**src/hw/rtl/gbi_pkg.sv**
```systemverilog
// Shared constants and types for the grid bilinear interpolator.
// Depends on nothing; gbi_axis_split, gbi_blend and the top level import it.
package gbi_pkg;

   localparam int DEF_MAX_COLS    = 128;
   localparam int DEF_MAX_ROWS    = 128;
   localparam int DEF_SAMPLE_BITS = 16;

   localparam int CFG_W      = 8;
   localparam int CSR_IDX_W  = 1;
   localparam int CELL_IDX_W = 7;
   localparam int IN_SAMPLE_W = 16;
   localparam int OUT_W      = 16;
   localparam int FRAC_W     = 17;
   localparam int FRAC_BITS  = 16;
   localparam int REQ_DATA_W = 64;

   // Widest axis index and count over the supported grid sizes.
   localparam int AXIS_IDX_W = 10;
   localparam int AXIS_CNT_W = 11;
   localparam int WEIGHT_W   = 33;

   localparam logic [FRAC_W-1:0] FRAC_ONE  = 17'h1_0000;
   localparam logic [CFG_W-1:0]  CFG_RESET = 8'd128;

   localparam logic CMD_WRITE = 1'b0;
   localparam logic CMD_QUERY = 1'b1;

   localparam logic [CSR_IDX_W-1:0] CSR_NUM_COLUMNS = 1'd0;
   localparam logic [CSR_IDX_W-1:0] CSR_NUM_ROWS    = 1'd1;

   typedef struct packed {
      logic [AXIS_IDX_W-1:0] lo;
      logic [AXIS_IDX_W-1:0] hi;
      logic [FRAC_BITS-1:0]  frac;
   } axis_split_type;

endpackage

```
**src/hw/rtl/gbi_axis_split.sv**
```systemverilog
// Splits one normalized coordinate into low and high cell indexes and a fraction.
// Depends on gbi_pkg for widths and the split struct.
module gbi_axis_split import gbi_pkg::*; (
   input  logic [FRAC_W-1:0]     frac,
   input  logic [AXIS_CNT_W-1:0] count,
   output axis_split_type        split
);

   logic [AXIS_IDX_W-1:0]        last;
   logic [FRAC_W-1:0]            frac_clamped;
   logic [AXIS_IDX_W+FRAC_W-1:0] scaled;
   logic [AXIS_CNT_W-1:0]        lo_raw;

   always_comb begin
      last         = AXIS_IDX_W'(count - AXIS_CNT_W'(1));
      frac_clamped = (frac > FRAC_ONE) ? FRAC_ONE : frac;
      scaled       = (AXIS_IDX_W+FRAC_W)'(last) * (AXIS_IDX_W+FRAC_W)'(frac_clamped);
      lo_raw       = scaled[AXIS_IDX_W+FRAC_W-1:FRAC_BITS];
      if (lo_raw >= {1'b0, last}) begin
         split.lo   = last;
         split.hi   = last;
         split.frac = '0;
      end else begin
         split.lo   = lo_raw[AXIS_IDX_W-1:0];
         split.hi   = lo_raw[AXIS_IDX_W-1:0] + AXIS_IDX_W'(1);
         split.frac = scaled[FRAC_BITS-1:0];
      end
   end

endmodule

```
**config.mk**
```make
export PLATFORM = sky130hd
export DESIGN_NAME = gbi_axis_split
export DESIGN_NICKNAME = d
export VERILOG_FILES = /design/src/hw/rtl/gbi_pkg.sv /design/src/hw/rtl/gbi_axis_split.sv
export SDC_FILE = /design/constraint.sdc
export NUM_CORES = 1
export LEC_CHECK = 0
export BUFFER_PORTS_ARGS = -buffer_cell sky130_fd_sc_hd__clkbuf_2
export CAP_MARGIN = 15
export CORE_ASPECT_RATIO = 0.8
export CORE_MARGIN = 10
export CORE_UTILIZATION = 58
export DETAILED_ROUTE_END_ITERATION = 7
export PLACE_DENSITY = 0.82
export SLEW_MARGIN = 20
export SYNTH_ARGS = -nofsm -noshare
export SYNTH_HDL_FRONTEND = slang
export SYNTH_SLANG_ARGS = --single-unit
export TNS_END_PERCENT = 30
```
**constraint.sdc**
```tcl
create_clock -name vclk -period 12.5
set_input_delay 2.5 -clock vclk [all_inputs]
set_output_delay 2.5 -clock vclk [all_outputs]
set_load 0.02 [all_outputs]
```
Yosys cells after proc, flatten, opt, wreduce, memory -nomap -nowiden
Cells that the tools add are included.
{"block": "word_totals", "ff_bits": 0, "in_bits": 28, "output_inout_bits": 36, "word_cells": 7}
{"block": "classes", "addsub": 2, "n_mul": 1, "order_cmp": 2, "mux": 2}
{"op": "36-bit two-way mux", "count": 1}
{"op": "10-bit by 17-bit multiplier with 27-bit output", "count": 1}
{"op": "17-bit greater-than comparator, second input constant", "count": 1}
{"op": "17-bit two-way mux", "count": 1}
{"op": "11-bit by 10-bit greater-or-equal comparator with 1-bit output", "count": 1}
{"op": "10-bit by 1-bit adder with 10-bit output, second input constant", "count": 1}
{"op": "10-bit by 1-bit subtractor with 10-bit output, second input constant", "count": 1}

Longest topological paths before layout
{"block": "logic_depth", "ltp_word": 5, "depth_mapped": 39, "depth_no_buf": 34}

Worst setup path before layout
OpenSTA, ideal clock, no wires.
{"block": "synth_timing", "kind": "input-to-output", "start": "input count[0]", "end": "output split[24] (netlist name)", "t_arrival_ns": 10.563, "required_time_ns": 10.000, "path_slack_ns": -0.563, "path_stages": 36, "path_buffers": 6, "cell_sequence": "clkbuf_1 > inv_1 > clkbuf_1 > ha_1 > nor3b_1 > xor2_1 > inv_1 > clkbuf_1 > nor2_1 > fa_1 > fa_1 > fa_1 > fa_1 > inv_1 > fa_1 > inv_1 > ha_1 > buf_2 > a21o_1 > o21bai_1 > or2_1 > o2111ai_2 > nand3b_1 > xnor2_1 > inv_1 > ha_1 > o21a_1 > o211ai_1 > a21o_1 > nand4_1 > mux2i_1 > or2_0 > buf_2 > buf_4 > nor2_1 > a31oi_1"}
{"item": "start: declaration", "line": "gbi_axis_split.sv:5", "rtl": "input logic [AXIS_CNT_W-1:0] count,"}
{"item": "end: declaration", "line": "gbi_axis_split.sv:6", "rtl": "output axis_split_type split"}

==> flow_summary.json <==
{
  "maxSlewHeadroom": 0.638,
  "synthesis.nets": 1047,
  "maximum_number_of_pins_on_one_net_before_global_route_repair": 25,
  "path_max_fanout": 6,
  "die_x_um": 138,
  "drc": 0,
  "violations": "setup timing",
  "fin_tns_setup_ps": -16510,
  "drt.antenna.violating_nets": 0,
  "n_clock_buffer": 0,
  "final_period_minus_worst_setup_slack_ps": 13070,
  "yosysWarningCount": 0,
  "grt_pass1_vias": 7311,
  "status": "finished with violations",
  "power_frac_seq": 0,
  "max_cap_viol_count": 0,
  "min_delay_worst_endpoint": "split[0]",
  "logic_gate_share_of_total_power": 1.000,
  "path_common_cell": "sky130_fd_sc_hd__fa_1",
  "grt_pass1_wl_um": 36700,
  "register_area_um2": 0,
  "cellPowerDensity_nw_per_um2": 286,
  "num_antenna_cells": 0,
  "core_area_um2": 10900,
  "report.final.hold_viol_count": 0,
  "cpMaxStageDelayCell": "sky130_fd_sc_hd__fa_1",
  "dr_vias_cell": 6.41,
  "hold_start": "count[0]",
  "overflow": 0,
  "finalWeightedCongestion": 0.933,
  "initial_utilization": 0.596,
  "dieHeight_um": 115,
  "placement.setup.worst_slack_ps": -413,
  "timing.final.max_slew_violations": 0,
  "grt_setup_unrepaired": "yes",
  "total_switching_power_mw": 1.46,
  "period_share": 1.05,
  "seq_area_frac_synth": 0,
  "setup.worst_path.start_class": "input pin",
  "totalWireLength_um": 28700,
  "worstHoldPathType": "input pin to output pin",
  "track_usage": 0.279,
  "place.detailed.hpwl_um": 16800,
  "cell_internal_power_mw": 1.19,
  "postSynthAreaPerCell_um2": 7.85,
  "drive_gt1_frac": 0.365,
  "dr_total_vias": 7594,
  "fin_total_pwr_mw": 2.66,
  "crit_arrival_ps": 10570,
  "synth_cells": 827,
  "power_switching_share": 0.551,
  "row_count": 34,
  "critical_path_required_ps": 10000,
  "drt_pass1_iterations": 6,
  "static_leakage_power_nw": 4.73,
  "timing.final.ws_setup_ps": -570,
  "worst_hold_path_cells": 4,
  "seq_cell_count": 0,
  "fin_util": 0.852,
  "io_buffer_count": 63,
  "report.final.setup_viol": 36,
  "post_synth_num_cell_types": 60,
  "avgRoutedWirePerCell_um": 24.2,
  "clock_network_power_share": 0,
  "finish.net_count": 1263,
  "crit_type": "input pin to output pin",
  "worst_tran_pin_value_ps": 529,
  "num_io_pins": 64,
  "syn2layout_area_growth_pct": 43.0,
  "max_freq_mhz": 76.5,
  "crit_path_max_incr_delay_ps": 640,
  "crit_path_capture_type": "output pin",
  "grt_antenna_before_repair": 0,
  "dieArea_um2": 15800,
  "peakVddDrop_v": 0.000496,
  "initialDrtViolationCount": 866,
  "netlist_area_before_placement_um2": 6490
}
## critical path, delay by kind of cell
kind | cells | cell delay, ps
AND/OR/NAND/NOR | 10 | 1750
buffers and inverters | 10 | 1260
XOR/XNOR | 2 | 570
adder cells (fa/ha/maj) | 7 | 3220
AO/OA/AOI/OAI | 7 | 1260
## cells in the final DEF, fill, tap and decap left out, types with 4 or more instances in the layout
master	instances
sky130_fd_sc_hd__buf_4	176
sky130_fd_sc_hd__inv_1	132
sky130_fd_sc_hd__fa_1	114
sky130_fd_sc_hd__nor2_1	88
sky130_fd_sc_hd__nand2_1	80
sky130_fd_sc_hd__ha_1	64
sky130_fd_sc_hd__nand3_1	30
sky130_fd_sc_hd__clkbuf_2	24
sky130_fd_sc_hd__buf_6	24
sky130_fd_sc_hd__xor2_1	18
sky130_fd_sc_hd__nand2b_1	17
sky130_fd_sc_hd__nor2_2	16
sky130_fd_sc_hd__nor2_4	15
sky130_fd_sc_hd__a21oi_1	15
sky130_fd_sc_hd__a21oi_2	13
sky130_fd_sc_hd__nor2b_1	12
sky130_fd_sc_hd__or2_2	12
sky130_fd_sc_hd__nor3_1	11
sky130_fd_sc_hd__inv_2	10
sky130_fd_sc_hd__xnor2_1	10
sky130_fd_sc_hd__ha_4	10
sky130_fd_sc_hd__and2_1	9
sky130_fd_sc_hd__buf_12	9
sky130_fd_sc_hd__a21o_1	8
sky130_fd_sc_hd__o21ai_0	7
sky130_fd_sc_hd__o21a_1	7
sky130_fd_sc_hd__a21oi_4	6
sky130_fd_sc_hd__o21ai_1	5
sky130_fd_sc_hd__buf_8	5
sky130_fd_sc_hd__nand4_1	4
sky130_fd_sc_hd__o211ai_1	4
sky130_fd_sc_hd__o21bai_1	4
sky130_fd_sc_hd__a211oi_2	4
sky130_fd_sc_hd__fa_2	4
sky130_fd_sc_hd__buf_2	4
## area by class of cell
type               count  area [µm²]
well taps            144         180
fillers              536        1610
inverters            144         566
multi-input cells    651        6460
repair buffers       246        2080
## timing repair
item                       4_1_cts  5_1_grt
pin swaps                       48       70
cloned                           2        3
hold endpoints to repair         0        0
hold buffers                     0        0
setup endpoints to repair       36       36
setup buffers                   33        7
gates resized for setup         58      175
## power by group through the flow
stage	Sequential [mW]	Clock, mW	Combinational (mW)
after floorplan	0	0	1.19
after global placement	0	0	1.82
after detailed placement	0	0	1.87
after CTS	0	0	2.08
after global routing	0	0	2.77
final	0	0	2.66
## worst max path at each step
stage / endpoint / start / slack (ps) / depth (start not counted)
floorplan: split[24] / count[5] / 10 / 35
global placement: split[25] / count[5] / -300 / 34
detailed placement: split[22] / count[5] / -410 / 36
CTS: split[34] / count[4] / 1 / 38
global route: split[13] / count[3] / -740 / 36
finish: split[13] / count[3] / -570 / 36
## cells by family (layout without fill, tap and decap cells)
family | after synthesis | after routing | share of synthesized area
simple gates | 328 | 328 | 0.237
fa+ha+maj | 192 | 192 | 0.507
buf+inv | 176 | 390 | 0.104
compound gates | 95 | 95 | 0.104
xor+xnor | 33 | 33 | 0.0445
mux | 3 | 3 | 0.00463
## routing by layer
metal	routed length (µm)	global-route usage	vias to the layer above
met1	8900	0.319	3583
li1	-	-	3039
met5	0	0	-
met2	13300	0.510	694
met3	3500	0.0402	278
met4	2960	0.120	0
## cells in the mapped netlist (10+ instances only)
cell type / count / area [µm²]
sky130_fd_sc_hd__nand2b_1: 17 / 106
sky130_fd_sc_hd__nor2b_1: 12 / 75.1
sky130_fd_sc_hd__ha_1: 74 / 926
sky130_fd_sc_hd__and2_1: 10 / 62.6
sky130_fd_sc_hd__nand3_1: 31 / 155
sky130_fd_sc_hd__xnor2_1: 12 / 105
sky130_fd_sc_hd__nand2_1: 83 / 312
sky130_fd_sc_hd__inv_1: 144 / 541
sky130_fd_sc_hd__or2_2: 12 / 75.1
sky130_fd_sc_hd__clkbuf_1: 22 / 82.6
sky130_fd_sc_hd__o21ai_0: 13 / 65.1
sky130_fd_sc_hd__xor2_1: 21 / 184
sky130_fd_sc_hd__fa_1: 118 / 2360
sky130_fd_sc_hd__nor2_1: 118 / 443
sky130_fd_sc_hd__a21oi_1: 32 / 160
sky130_fd_sc_hd__nor3_1: 15 / 75.1
## per-stage QoR
step / area, µm² / hold slack (ps) / std cells
6_report: 9280 / 5560 / 1185
3_3_place_gp: 8150 / 5530 / 1145
2_1_floorplan: 6630 / 5290 / 827
4_1_cts: 8740 / 5510 / 1179
5_1_grt: 9280 / 5560 / 1185
3_5_place_dp: 8150 / 5520 / 1145
Power figures use the tool's default switching activity.
